## config.mk

```make
export PLATFORM = sky130hd
export DESIGN_NAME = goc_tilt
export DESIGN_NICKNAME = d
export VERILOG_FILES = /design/src/rtl/core/goc_pkg.sv /design/src/rtl/core/goc_tilt.sv
export SDC_FILE = /design/constraint.sdc
export NUM_CORES = 2
export LEC_CHECK = 0
export BUFFER_PORTS_ARGS = -buffer_cell sky130_fd_sc_hd__buf_2
export CORE_ASPECT_RATIO = 2
export CORE_MARGIN = 5
export CORE_UTILIZATION = 45
export CTS_CLUSTER_SIZE = 16
export DETAILED_ROUTE_END_ITERATION = 6
export GPL_TIMING_DRIVEN = 0
export PLACE_DENSITY = 0.59
export SLEW_MARGIN = 10
export SYNTH_ARGS = -nofsm -noshare
export SYNTH_HDL_FRONTEND = slang
export SYNTH_SLANG_ARGS = --single-unit
```

## constraint.sdc

```tcl
create_clock -name clk_i -period 15.1 [get_ports clk_i]
set_input_delay 3.02 -clock clk_i [delete_from_list [all_inputs] [get_ports clk_i]]
set_output_delay 3.02 -clock clk_i [all_outputs]
set_load 0.1 [all_outputs]
```

## src/rtl/core/goc_pkg.sv

```systemverilog
package goc_pkg;

  localparam int unsigned AngleTableLen = 24;
  localparam int unsigned CordicScaleShift = 14;
  localparam int unsigned VecW = 33;
  localparam int unsigned ZW = 26;
  localparam int unsigned AtanW = 22;
  localparam int unsigned DegW = 11;

  localparam logic [15:0] MinIntervalReset = 16'd200;
  localparam logic [3:0] TiltRatioReset = 4'd3;

  localparam int HalfTurnDeg = 180;
  localparam int QuarterTurnDeg = 90;
  localparam int FullTurnDeg = 360;
  localparam int Rot0Hi = 30;
  localparam int Rot0Lo = 330;
  localparam int Rot90Lo = 60;
  localparam int Rot90Hi = 120;
  localparam int Rot180Lo = 150;
  localparam int Rot180Hi = 210;
  localparam int Rot270Lo = 240;
  localparam int Rot270Hi = 300;
  localparam logic signed [ZW-1:0] HalfTurnQ16 = ZW'(HalfTurnDeg * 65536);
  localparam logic [ZW-1:0] RoundHalfQ16 = ZW'(32768);

  localparam logic [AtanW-1:0] AtanQ16 [AngleTableLen] = '{
    22'd2949120, 22'd1740967, 22'd919879, 22'd466945, 22'd234379, 22'd117304,
    22'd58666, 22'd29335, 22'd14668, 22'd7334, 22'd3667, 22'd1833,
    22'd917, 22'd458, 22'd229, 22'd115, 22'd57, 22'd29,
    22'd14, 22'd7, 22'd4, 22'd2, 22'd1, 22'd0
  };

  typedef enum logic [2:0] {
    ORIENT_ROT0    = 3'd0,
    ORIENT_ROT90   = 3'd1,
    ORIENT_ROT180  = 3'd2,
    ORIENT_ROT270  = 3'd3,
    ORIENT_INVALID = 3'd4
  } orient_e;

  typedef enum logic [1:0] {
    BASE_NONE = 2'd0,
    BASE_POS  = 2'd1,
    BASE_NEG  = 2'd2
  } base_e;

  typedef enum logic {
    REG_MIN_INTERVAL = 1'b0,
    REG_TILT_RATIO   = 1'b1
  } reg_e;

  typedef struct packed {
    logic                  vld;
    logic signed [VecW-1:0] a;
    logic signed [VecW-1:0] b;
    logic signed [ZW-1:0]   z;
  } vec_t;

endpackage

```

## src/rtl/core/goc_tilt.sv

```systemverilog
module goc_tilt
  import goc_pkg::*;
(
  input  logic               clk_i,
  input  logic signed [15:0] x_i,
  input  logic signed [15:0] y_i,
  input  logic signed [15:0] z_i,
  input  logic        [3:0]  ratio_i,
  output logic               flat_o
);

  logic signed [31:0] xx_d, yy_d, zz_d;
  logic [30:0] xx_q, yy_q, zz_q;
  logic [31:0] horiz;
  logic [35:0] scaled;
  logic flat_q;

  always_comb begin
    xx_d = x_i * x_i;
    yy_d = y_i * y_i;
    zz_d = z_i * z_i;
    horiz = {1'b0, xx_q} + {1'b0, yy_q};
    scaled = {4'b0, horiz} * {32'b0, ratio_i};
  end

  always_ff @(posedge clk_i) begin
    xx_q <= xx_d[30:0];
    yy_q <= yy_d[30:0];
    zz_q <= zz_d[30:0];
    flat_q <= scaled < {5'b0, zz_q};
  end

  assign flat_o = flat_q;

endmodule

```

==> results.tsv <==
stage	metric	value	unit
setup_path	FF-to-FF End	flat_o$_DFF_P_	
die	Die H	398.2	um
sta	Final Cycle Share	66.04	%
cts	CTS tree	yes	
place	gpl congestion	0.9486	
routing	DR WL/cell	17.88	um
yosys	number of flops mapped to enable cells by yosys	0	
yosys	fraction of registers with async set/reset	0	%
setup_path	crit-path max cell delay	560	ps
place	port bufs	49	
die	DIE AREA	81280	um2
yosys	Synth Register Bits	91	
cts	H-tree levels	3	
layout	number of fill cells	7456	
global_routing	initial antenna violation count	1	
setup_path	crit-path max FO	10	
cts	clk_lat worst skew	370	ps
sta	Min Clock Period, post-route	9972	ps
sta	number of hold violations in the final report	0	
yosys	Synthesis Warnings	0	
setup_path	Critical Path Stages	23	
sta	Setup Skew	22.19	ps
sta	FMAX	0.1003	GHz
cts	Post-CTS Setup Inserts	0	
yosys	Syn Inst Count	3728	
yosys	Synth Flop Type	dfxtp_1	
yosys	post-synthesis cell area	33910	um2
status	status	finished clean	
sta	Worst-Margin Slew	885.0	ps
routing	drt first pass iters	5	
global_routing	Remaining Overflow, GRT	0	
setup_path	register-to-register setup slack	7160	ps
layout	Final nets	4948	
cts	Worst-path clk slew	80	ps
setup_path	R2R depth	33	
die	Site Rows	142	
place	DP HPWL	77550	um
setup_path	reg2reg start	xx_q[3]$_DFF_P_	
cts	CTS Root Cell	clkbuf_16	
sta	relative slew slack	40.23	%
die	Initial Util	45.34	%
cts	CTS Hold Bufs	0	
die	die width	204.1	um
routing	# DRC	0	
sta	Fin Setup TNS	0	ps
layout	Area Overhead vs Synth	5.346	%
sta	Final Max Slew Viols	0	
setup_path	CP arrival	10250	ps
cts	deepest clock path buffer count	2	
sta	worst setup margin	5128	ps
layout	antenna cells	0	
die	I/O pin count	54	
setup_path	Crit. End Element	register	
yosys	Synth cell types	70	
cts	CTS resizes	0	
global_routing	vias in the first global route	27437	
global_routing	largest net degree at the start of global routing	17	
setup_path	worst path bufs/invs	6	
layout	register area	1822	um2
layout	area of the multi-input gates	27780	um2
cts	CTS buffer count	9	
setup_path	CP most frequent cell	fa_1	
setup_path	startpoint type of the worst setup path	input port	
setup_path	Crit. Startpoint	z_i[1]	
yosys	syn nets	4888	
sta	RSZ-0062 raised after global routing	no	
setup_path	crit path kind	input port to register	
routing	vias post-DR	24263	
routing	Routed Antenna Nets	0	
hold_path	HP Class	register to register	
place	pre-CTS setup slack	4745	ps
routing	Vias/cell	5.055	
setup_path	WP data required	15380	ps
routing	1st-iter DRT viols	730	
run	Max-cap violations	0	
setup_path	Critical Path, Cell by Cell	buf_2, clkbuf_1, clkbuf_1, nand2_1, fa_1, inv_1, fa_1, inv_1, fa_1, fa_1, fa_1, inv_1, fa_1, ha_1, nand2_1, nor4_1, o2111ai_1, o31ai_1, o211ai_1, a31o_2, o21ai_0, a21oi_1, xnor2_1	
setup_path	Critical-path top delay cell	fa_1	
global_routing	first-pass GRT wire length	138600	um
cts	TritonCTS sink count	91	
yosys	sequential share of the synthesized area	5.372	%
setup_path	end of the critical path	zz_q[30]$_DFF_P_	
layout	share of layout cells above drive strength 1	2.664	%
yosys	Syn Area/Cell	9.097	um2
global_routing	Total GRT Usage	21.94	%
die	Core ar.	74800	um2
sta	endpoints failing setup	0	
setup_path	CP delay by family, top	adder cells	
routing	drt total wl	85830	um
[through the flow]
stage	area, um2	util, %	hold WS (ps)	cells
final	35730	47.76	692.9	4800
after global placement	35420	47.35	705.8	4785
after CTS	35730	47.76	709.1	4800
after floorplan	33910	-	643.6	3728
after detailed placement	35420	47.35	692.3	4785
after global routing	35730	47.76	760.8	4800
[cells by family after synthesis]
logic type | synth area share (%)
AO/OA/AOI/OAI | 7.752
XOR/XNOR | 4.442
adder cells (fa/ha/maj) | 57.64
buffers and inverters | 12.71
flip-flops | 5.372
multiplexers | 0.1623
AND/OR/NAND/NOR | 11.92
[routing by layer]
layer | up-vias | track usage [%] | part of all wire, %
met3 | 257 | 1.442 | 1.8
li1 | 11268 | - | -
met4 | 2 | 14.12 | 8.5
met1 | 12324 | 19.50 | 30
met5 | - | 0 | 0.015
met2 | 412 | 45.62 | 60
[flip-flops by register name, summed over array words and instances (netlist names)]
signal / count
yy_q: 30
xx_q: 30
zz_q: 30
flat_o: 1
[how the worst min path moves through the flow]
stage | cells past startpoint | slack [ps] | start | endpoint
after floorplan | 4 | 640 | zz_q[30]$_DFF_P_ | flat_o$_DFF_P_
after CTS | 4 | 710 | zz_q[30]$_DFF_P_ | flat_o$_DFF_P_
after detailed placement | 4 | 690 | zz_q[30]$_DFF_P_ | flat_o$_DFF_P_
after global routing | 4 | 760 | zz_q[30]$_DFF_P_ | flat_o$_DFF_P_
after global placement | 4 | 710 | zz_q[30]$_DFF_P_ | flat_o$_DFF_P_
final | 4 | 690 | zz_q[30]$_DFF_P_ | flat_o$_DFF_P_
[synth_stat cells, drive strengths merged, types with 20 or more instances]
master / n / area [um2]
a21oi: 122 / 610.6
o21a: 22 / 165.2
nand2: 275 / 1032
nand2b: 30 / 187.7
o21bai: 20 / 150.1
fa: 759 / 15190
a21o: 57 / 427.9
inv: 1070 / 4016
o21ai: 63 / 319.1
xor2: 45 / 394.1
nand3: 34 / 170.2
nor3: 31 / 155.2
a211oi: 22 / 170.2
clkbuf: 76 / 285.3
or2: 20 / 125.1
xnor2: 127 / 1112
dfxtp: 91 / 1822
ha: 348 / 4354
and2: 209 / 1308
nor2b: 26 / 170.2
nor2: 120 / 450.4
[area by class of cell]
cell class | instances | area share (%)
well taps | 1008 | 3.530
repair buffers | 49 | 0.6864
inverters | 1072 | 11.26
flip-flops and latches | 91 | 5.099
multi-input cells | 2489 | 77.76
plain buffers | 76 | 0.7985
clock buffers | 10 | 0.6689
clock inverters | 5 | 0.1891
[worst min-delay path: stages (launching register included)]
cell,delay [ps]
dfxtp_1,300
inv_1,50
ha_1,130
a211o_1,120
a2111oi_2,50
[cell usage in the layout, fill, tap and decap left out, types with 6 or more instances in the layout]
cell,instances
a31oi_1,9
nand2b_1,30
or3_1,14
xnor2_1,127
o21a_1,22
o211ai_1,13
nand2_1,275
nand4_1,12
clkbuf_1,76
fa_1,759
a21oi_1,122
and2_1,209
nor2b_1,25
and3_1,16
a211o_1,6
a211oi_1,21
xor2_1,45
nand3b_1,6
o31a_1,6
ha_1,348
nor3_1,31
o21ai_0,60
a21o_1,57
nor2_1,120
nand3_1,34
dfxtp_1,91
buf_2,49
clkbuf_16,9
o21bai_1,20
or2_2,20
inv_1,1069
Power is left out: the tool's default activity adds up to more than one toggle a clock period on the data nets, which glitch-free logic cannot reach.
