File: config.mk
export PLATFORM = sky130hd
export DESIGN_NAME = goc_cordic_cell
export DESIGN_NICKNAME = d
export VERILOG_FILES = /design/src/rtl/core/goc_pkg.sv /design/src/rtl/core/goc_cordic_cell.sv
export SDC_FILE = /design/constraint.sdc
export NUM_CORES = 1
export LEC_CHECK = 0
export ABC_AREA = 1
export BUFFER_PORTS_ARGS = -buffer_cell sky130_fd_sc_hd__buf_2
export CAP_MARGIN = 15
export CORE_UTILIZATION = 30
export CTS_BUF_LIST = sky130_fd_sc_hd__clkbuf_4 sky130_fd_sc_hd__clkbuf_8 sky130_fd_sc_hd__clkbuf_16
export CTS_CLUSTER_SIZE = 30
export DETAILED_ROUTE_END_ITERATION = 6
export GPL_TIMING_DRIVEN = 1
export PLACE_DENSITY = 0.51
export SYNTH_ARGS = -nofsm -noshare
export SYNTH_HDL_FRONTEND = slang
export SYNTH_SLANG_ARGS = --single-unit
File: constraint.sdc
create_clock -name clk_i -period 1.5 [get_ports clk_i]
set_input_delay 0.225 -clock clk_i [delete_from_list [all_inputs] [get_ports clk_i]]
set_output_delay 0.225 -clock clk_i [all_outputs]
set_load 0.05 [all_outputs]
File: src/rtl/core/goc_pkg.sv
package goc_pkg;

  localparam int unsigned AngleTableLen = 24;
  localparam int unsigned CordicScaleShift = 14;
  localparam int unsigned VecW = 33;
  localparam int unsigned ZW = 26;
  localparam int unsigned AtanW = 22;
  localparam int unsigned DegW = 11;

  localparam logic [15:0] MinIntervalReset = 16'd200;
  localparam logic [3:0] TiltRatioReset = 4'd3;

  localparam int HalfTurnDeg = 180;
  localparam int QuarterTurnDeg = 90;
  localparam int FullTurnDeg = 360;
  localparam int Rot0Hi = 30;
  localparam int Rot0Lo = 330;
  localparam int Rot90Lo = 60;
  localparam int Rot90Hi = 120;
  localparam int Rot180Lo = 150;
  localparam int Rot180Hi = 210;
  localparam int Rot270Lo = 240;
  localparam int Rot270Hi = 300;
  localparam logic signed [ZW-1:0] HalfTurnQ16 = ZW'(HalfTurnDeg * 65536);
  localparam logic [ZW-1:0] RoundHalfQ16 = ZW'(32768);

  localparam logic [AtanW-1:0] AtanQ16 [AngleTableLen] = '{
    22'd2949120, 22'd1740967, 22'd919879, 22'd466945, 22'd234379, 22'd117304,
    22'd58666, 22'd29335, 22'd14668, 22'd7334, 22'd3667, 22'd1833,
    22'd917, 22'd458, 22'd229, 22'd115, 22'd57, 22'd29,
    22'd14, 22'd7, 22'd4, 22'd2, 22'd1, 22'd0
  };

  typedef enum logic [2:0] {
    ORIENT_ROT0    = 3'd0,
    ORIENT_ROT90   = 3'd1,
    ORIENT_ROT180  = 3'd2,
    ORIENT_ROT270  = 3'd3,
    ORIENT_INVALID = 3'd4
  } orient_e;

  typedef enum logic [1:0] {
    BASE_NONE = 2'd0,
    BASE_POS  = 2'd1,
    BASE_NEG  = 2'd2
  } base_e;

  typedef enum logic {
    REG_MIN_INTERVAL = 1'b0,
    REG_TILT_RATIO   = 1'b1
  } reg_e;

  typedef struct packed {
    logic                  vld;
    logic signed [VecW-1:0] a;
    logic signed [VecW-1:0] b;
    logic signed [ZW-1:0]   z;
  } vec_t;

endpackage

File: src/rtl/core/goc_cordic_cell.sv
module goc_cordic_cell
  import goc_pkg::*;
#(
  parameter int unsigned Step = 0
) (
  input  logic clk_i,
  input  logic rst_ni,
  input  vec_t vec_i,
  output vec_t vec_o
);

  vec_t vec_d, vec_q;
  logic signed [VecW-1:0] da, db;
  logic signed [ZW-1:0] dz;

  always_comb begin
    da = vec_i.b >>> Step;
    db = vec_i.a >>> Step;
    dz = $signed({{(ZW - AtanW){1'b0}}, AtanQ16[Step]});
    vec_d.vld = vec_i.vld;
    if (!vec_i.b[VecW-1]) begin
      vec_d.a = vec_i.a + da;
      vec_d.b = vec_i.b - db;
      vec_d.z = vec_i.z + dz;
    end else begin
      vec_d.a = vec_i.a - da;
      vec_d.b = vec_i.b + db;
      vec_d.z = vec_i.z - dz;
    end
  end

  always_ff @(posedge clk_i or negedge rst_ni) begin
    if (!rst_ni) begin
      vec_q <= '0;
    end else begin
      vec_q <= vec_d;
    end
  end

  assign vec_o = vec_q;

endmodule

==> results_tabular.tex <==
\begin{tabular}{lr}
\hline
Metric & Value \\
\hline
\multicolumn{2}{l}{\textbf{Final layout}} \\
\quad Sequential cell area in the final layout & 2300 um\^{}2 \\
\quad Fill cell instance count of the final layout & approximately 3500 \\
\quad Fraction of layout cells with a size suffix above 1 & 43.2\% \\
\quad Net count of the finished layout & between 2000 and 3000 \\
\quad Antenna Diode Count & 0 \\
\quad Signed area change from the synthesized netlist to the final layout & 64.2\% \\
\quad Area taken by multi-input logic gates & between 8000 and 9000 um\^{}2 \\
\quad Largest register FFs & 92 \\
\quad Cell Count, Final, Fillers Out & 2749 \\
\multicolumn{2}{l}{\textbf{Run status}} \\
\quad Failing checks & setup timing \\
\quad Outcome & complete, but fails checks \\
\multicolumn{2}{l}{\textbf{Routing}} \\
\quad DRT Wirelength & around 41 mm \\
\quad Post-detailed-route wirelength per cell & around 15 um \\
\quad Highest layer used for signal routing & met4 \\
\quad Metal2 WL & 18.8 mm \\
\quad DRT met1 WL & about 20 mm \\
\quad Routed via count & 12500 \\
\quad Post-route antenna net violation count & 0 \\
\quad Vias per Instance & 4.55 \\
\quad Routed wire length on met3 & 1.77 mm \\
\quad Remaining DRCs & 0 \\
\quad Number of detailed-routing iterations run before antenna repair & 7 \\
\quad Iteration-0 DRC count of the detailed router & 635 \\
\multicolumn{2}{l}{\textbf{Setup path}} \\
\quad Crit. End Element & flip-flop \\
\quad Crit path required time & 1750 ps \\
\quad Critical Path Source Type & primary input \\
\quad End point of the critical path & vec\_o[71]\$\_DFF\_PN0\_ \\
\quad Worst setup path startpoint & vec\_i[37] \\
\quad Critical-path maximum fanout & 3 \\
\quad Kind of critical path & primary input to flip-flop \\
\quad CP Data Arrival Time & 1830 ps \\
\multicolumn{2}{l}{\textbf{Die}} \\
\quad DIE HEIGHT & between 150 and 200 um \\
\quad I/O pin count & between 150 and 200 \\
\quad Core Rows & 68 \\
\quad Effective utilization at floorplan & 30.6\% \\
\quad Placeable Area & between 30000 and 40000 um\^{}2 \\
\quad Die extent in x & 190 um \\
\quad Die ar. & 36200 um\^{}2 \\
\multicolumn{2}{l}{\textbf{Placement}} \\
\quad Placer congestion estimate & 0.919 \\
\quad Half-perimeter wire length after detailed placement & around 35 mm \\
\quad Cells after DPL & around 2700 \\
\quad Number of buffers added on ports & between 150 and 200 \\
\multicolumn{2}{l}{\textbf{Timing}} \\
\quad Crit path setup slack, layout & -75.0 ps \\
\quad Final Setup Violations & 13 \\
\quad Worst slew margin relative to its limit & 72.9\% \\
\quad Final-report hold violation count & 0 \\
\quad Unrepaired setup endpoints after global routing & yes \\
\quad Worst hold slack & 155 ps \\
\quad Number of pins with negative max-slew slack in the final report & 0 \\
\quad Maximum clock rate & 635 MHz \\
\quad Post-route fraction of the period consumed by the critical path & 105\% \\
\quad Post-route setup TNS & -264 ps \\
\quad Slew of the pin with the lowest slew margin & 406 ps \\
\quad Min Tclk post-route & 1570 ps \\
\multicolumn{2}{l}{\textbf{Global routing}} \\
\quad Number of antenna violations at the first check in global routing & 0 \\
\quad All-Layer GR Usage & 22.8\% \\
\quad Overflow after GRT & 0 \\
\quad Global-route wire length before repair & between 60 and 70 mm \\
\quad Maximum number of pins on one net before global-route repair & 62 \\
\quad Number of global-route vias before repair & roughly 12000 \\
\multicolumn{2}{l}{\textbf{Synth}} \\
\quad Synth area leaders & sky130\_fd\_sc\_hd\_\_nand2\_1 (23\%), sky130\_fd\_sc\_hd\_\_dfrtp\_1 (22\%), sky130\_fd\_sc\_hd\_\_ha\_1 (13\%) \\
\quad Number of warnings reported in the yosys synthesis log & 0 \\
\quad Area share of the largest cell type after synthesis & 23.2\% \\
\quad Number of instances in the synthesized netlist & 1780 \\
\quad Flop and latch count out of synthesis & around 90 \\
\quad Mapped Area & 10600 um\^{}2 \\
\quad Largest area contributor in the netlist & sky130\_fd\_sc\_hd\_\_nand2\_1 \\
\quad Count of different cell masters after synthesis & 37 \\
\quad Average instance area after synthesis & 5.97 um\^{}2 \\
\quad Post-synth net total & 1992 \\
\quad Share of the yosys chip area belonging to registers & between 20\% and 30\% \\
\multicolumn{2}{l}{\textbf{CTS}} \\
\quad Max clock buf depth & 2 \\
\quad H-tree depth reported by CTS & 3 \\
\quad Num CTS Buffers & 9 \\
\quad Clock edge transition at the registers on the reported setup and hold paths & 90 ps \\
\quad Clock Sinks & 92 \\
\quad Clock tree from TritonCTS & built \\
\quad Clock root buffer master & sky130\_fd\_sc\_hd\_\_clkbuf\_16 \\
\multicolumn{2}{l}{\textbf{Job}} \\
\quad \# Max-Cap Violations & 0 \\
\multicolumn{2}{l}{\textbf{Pwr}} \\
\quad Worst voltage drop across the vdd grid & 576 uV \\
\quad Reg power frac & between 20\% and 30\% \\
\quad Int Pwr & 6.93 mW \\
\quad Comb power frac & between 50\% and 60\% \\
\quad Proportion of total power due to net switching & a little under half \\
\quad Net switching power & about 6.3 mW \\
\quad Clock network fraction of design power & 18.3\% \\
\quad PD cells & 756 nW/um\^{}2 \\
\quad Cell leakage power & 9.56 nW \\
\multicolumn{2}{l}{\textbf{Min path}} \\
\quad Min-Delay Path Class & primary input to flip-flop \\
\quad Number of cells on the worst hold path & 3 \\
\hline
\end{tabular}
[power by group through the flow]
stage                     clock network, mW  logic [mW]  registers [mW]
after global routing                   2.60        8.41            3.01
after floorplan                           0        2.92            4.37
after CTS                              2.51        7.20            2.98
after detailed placement                  0        6.89            3.02
final                                  2.41        7.80            2.97
after global placement                    0        6.86            3.02
[layout by cell type (no fill, tap or decap), types with 5 or more instances in the layout]
| master | netlist | final |
|---|---|---|
| sky130_fd_sc_hd__inv_8 | 0 | 5 |
| sky130_fd_sc_hd__o22ai_1 | 7 | 7 |
| sky130_fd_sc_hd__buf_8 | 0 | 7 |
| sky130_fd_sc_hd__nand3_2 | 4 | 15 |
| sky130_fd_sc_hd__nor2_4 | 2 | 48 |
| sky130_fd_sc_hd__inv_4 | 0 | 9 |
| sky130_fd_sc_hd__nand2_2 | 13 | 141 |
| sky130_fd_sc_hd__buf_6 | 3 | 31 |
| sky130_fd_sc_hd__nand4_1 | 18 | 18 |
| sky130_fd_sc_hd__nand3_4 | 0 | 10 |
| sky130_fd_sc_hd__inv_1 | 355 | 301 |
| sky130_fd_sc_hd__buf_4 | 21 | 307 |
| sky130_fd_sc_hd__dlygate4sd3_1 | 0 | 18 |
| sky130_fd_sc_hd__nor2_1 | 106 | 49 |
| sky130_fd_sc_hd__a21oi_1 | 77 | 31 |
| sky130_fd_sc_hd__ha_4 | 0 | 35 |
| sky130_fd_sc_hd__nor3_4 | 0 | 5 |
| sky130_fd_sc_hd__nor2_2 | 12 | 23 |
| sky130_fd_sc_hd__nand3_1 | 161 | 140 |
| sky130_fd_sc_hd__nand2_4 | 3 | 41 |
| sky130_fd_sc_hd__o21bai_1 | 12 | 11 |
| sky130_fd_sc_hd__ha_1 | 113 | 76 |
| sky130_fd_sc_hd__o21ai_0 | 38 | 23 |
| sky130_fd_sc_hd__nand2_1 | 656 | 488 |
| sky130_fd_sc_hd__nor3_2 | 5 | 6 |
| sky130_fd_sc_hd__xor2_1 | 24 | 21 |
| sky130_fd_sc_hd__a21oi_2 | 3 | 35 |
| sky130_fd_sc_hd__a21oi_4 | 0 | 14 |
| sky130_fd_sc_hd__o21ai_1 | 1 | 12 |
| sky130_fd_sc_hd__inv_2 | 5 | 44 |
| sky130_fd_sc_hd__dfrtp_1 | 92 | 92 |
| sky130_fd_sc_hd__o21a_1 | 5 | 5 |
| sky130_fd_sc_hd__buf_2 | 12 | 162 |
| sky130_fd_sc_hd__buf_12 | 0 | 17 |
| sky130_fd_sc_hd__clkbuf_16 | 0 | 9 |
[stage by stage]
stage                     total power, mW  utilization, %  worst slack, ps  cell area (um^2)
final                                13.2            50.3            -75.0             17500
after global routing                 14.0            50.3             -124             17500
after floorplan                      7.29               -             -121             11600
after detailed placement             9.92            43.5             -692             15100
after CTS                            12.7            46.4            -33.8             16100
after global placement               9.88            43.5             -654             15100
[final cells by class]
type	count	share of cell area, %
repair buffers	543	23.5
well taps	455	3.26
clock inverters	7	0.459
inverters	361	8.31
clock buffers	9	1.29
multi-input cells	1282	50.0
flip-flops and latches	92	13.2
[cells in the mapped netlist (all sizes together)]
cell type,n
fa,4
xnor2,3
nand4,18
o21bai,12
a21o,2
o2111ai,1
o21a,5
nand3b,1
a31oi,3
dfrtp,92
and3,1
buf,39
clkbuf,6
inv,360
ha,113
nand2,672
o22ai,7
o31ai,1
nor3,11
xor2,24
nand3,165
clkinv,1
nor2,120
a21oi,80
o21ai,39
[kinds of logic after synthesis]
group                    share of synthesized area (%)
XOR/XNOR                                          2.23
flip-flops                                        21.7
AND/OR/NAND/NOR                                   38.8
AO/OA/AOI/OAI                                     7.79
adder cells (fa/ha/maj)                           14.1
buffers and inverters                             15.4
[routing by layer]
layer / global-route usage (%) / up-vias
met4: 5.48 / 0
met1: 31.9 / 5725
met3: 2.16 / 33
met5: 0 / -
met2: 37.5 / 304
li1: - / 6434
[how the worst min path moves through the flow]
stage                   start  slack (ps)                   to
finish              vec_i[59]         160  vec_o[26]$_DFF_PN0_
global route        vec_i[59]         160  vec_o[26]$_DFF_PN0_
global placement       rst_ni         190  vec_o[12]$_DFF_PN0_
CTS                 vec_i[59]         140  vec_o[26]$_DFF_PN0_
detailed placement     rst_ni         190  vec_o[12]$_DFF_PN0_
floorplan              rst_ni         -70   vec_o[0]$_DFF_PN0_
[worst max-delay path, stage by stage]
cell and delay [ps]:
sky130_fd_sc_hd__buf_12 90, sky130_fd_sc_hd__inv_12 30, sky130_fd_sc_hd__ha_4 280, sky130_fd_sc_hd__buf_4 120
sky130_fd_sc_hd__nand2_4 70, sky130_fd_sc_hd__nor2_4 90, sky130_fd_sc_hd__inv_2 70, sky130_fd_sc_hd__nor3_4 240
sky130_fd_sc_hd__nand2_2 110, sky130_fd_sc_hd__nand2_4 120, sky130_fd_sc_hd__buf_4 120, sky130_fd_sc_hd__xor2_1 140
sky130_fd_sc_hd__o21ai_1 110
[repair_timing]
| item | 4_1_cts | 5_1_grt |
|---|---|---|
| resized for setup | 127 | 310 |
| setup endpoints to repair | 46 | 51 |
| endpoints found under the hold margin | 44 | 0 |
| hold buffers | 18 | 0 |
| setup buffers | 12 | 33 |
| pin swaps | 42 | 115 |
Power figures use the tool's default switching activity.
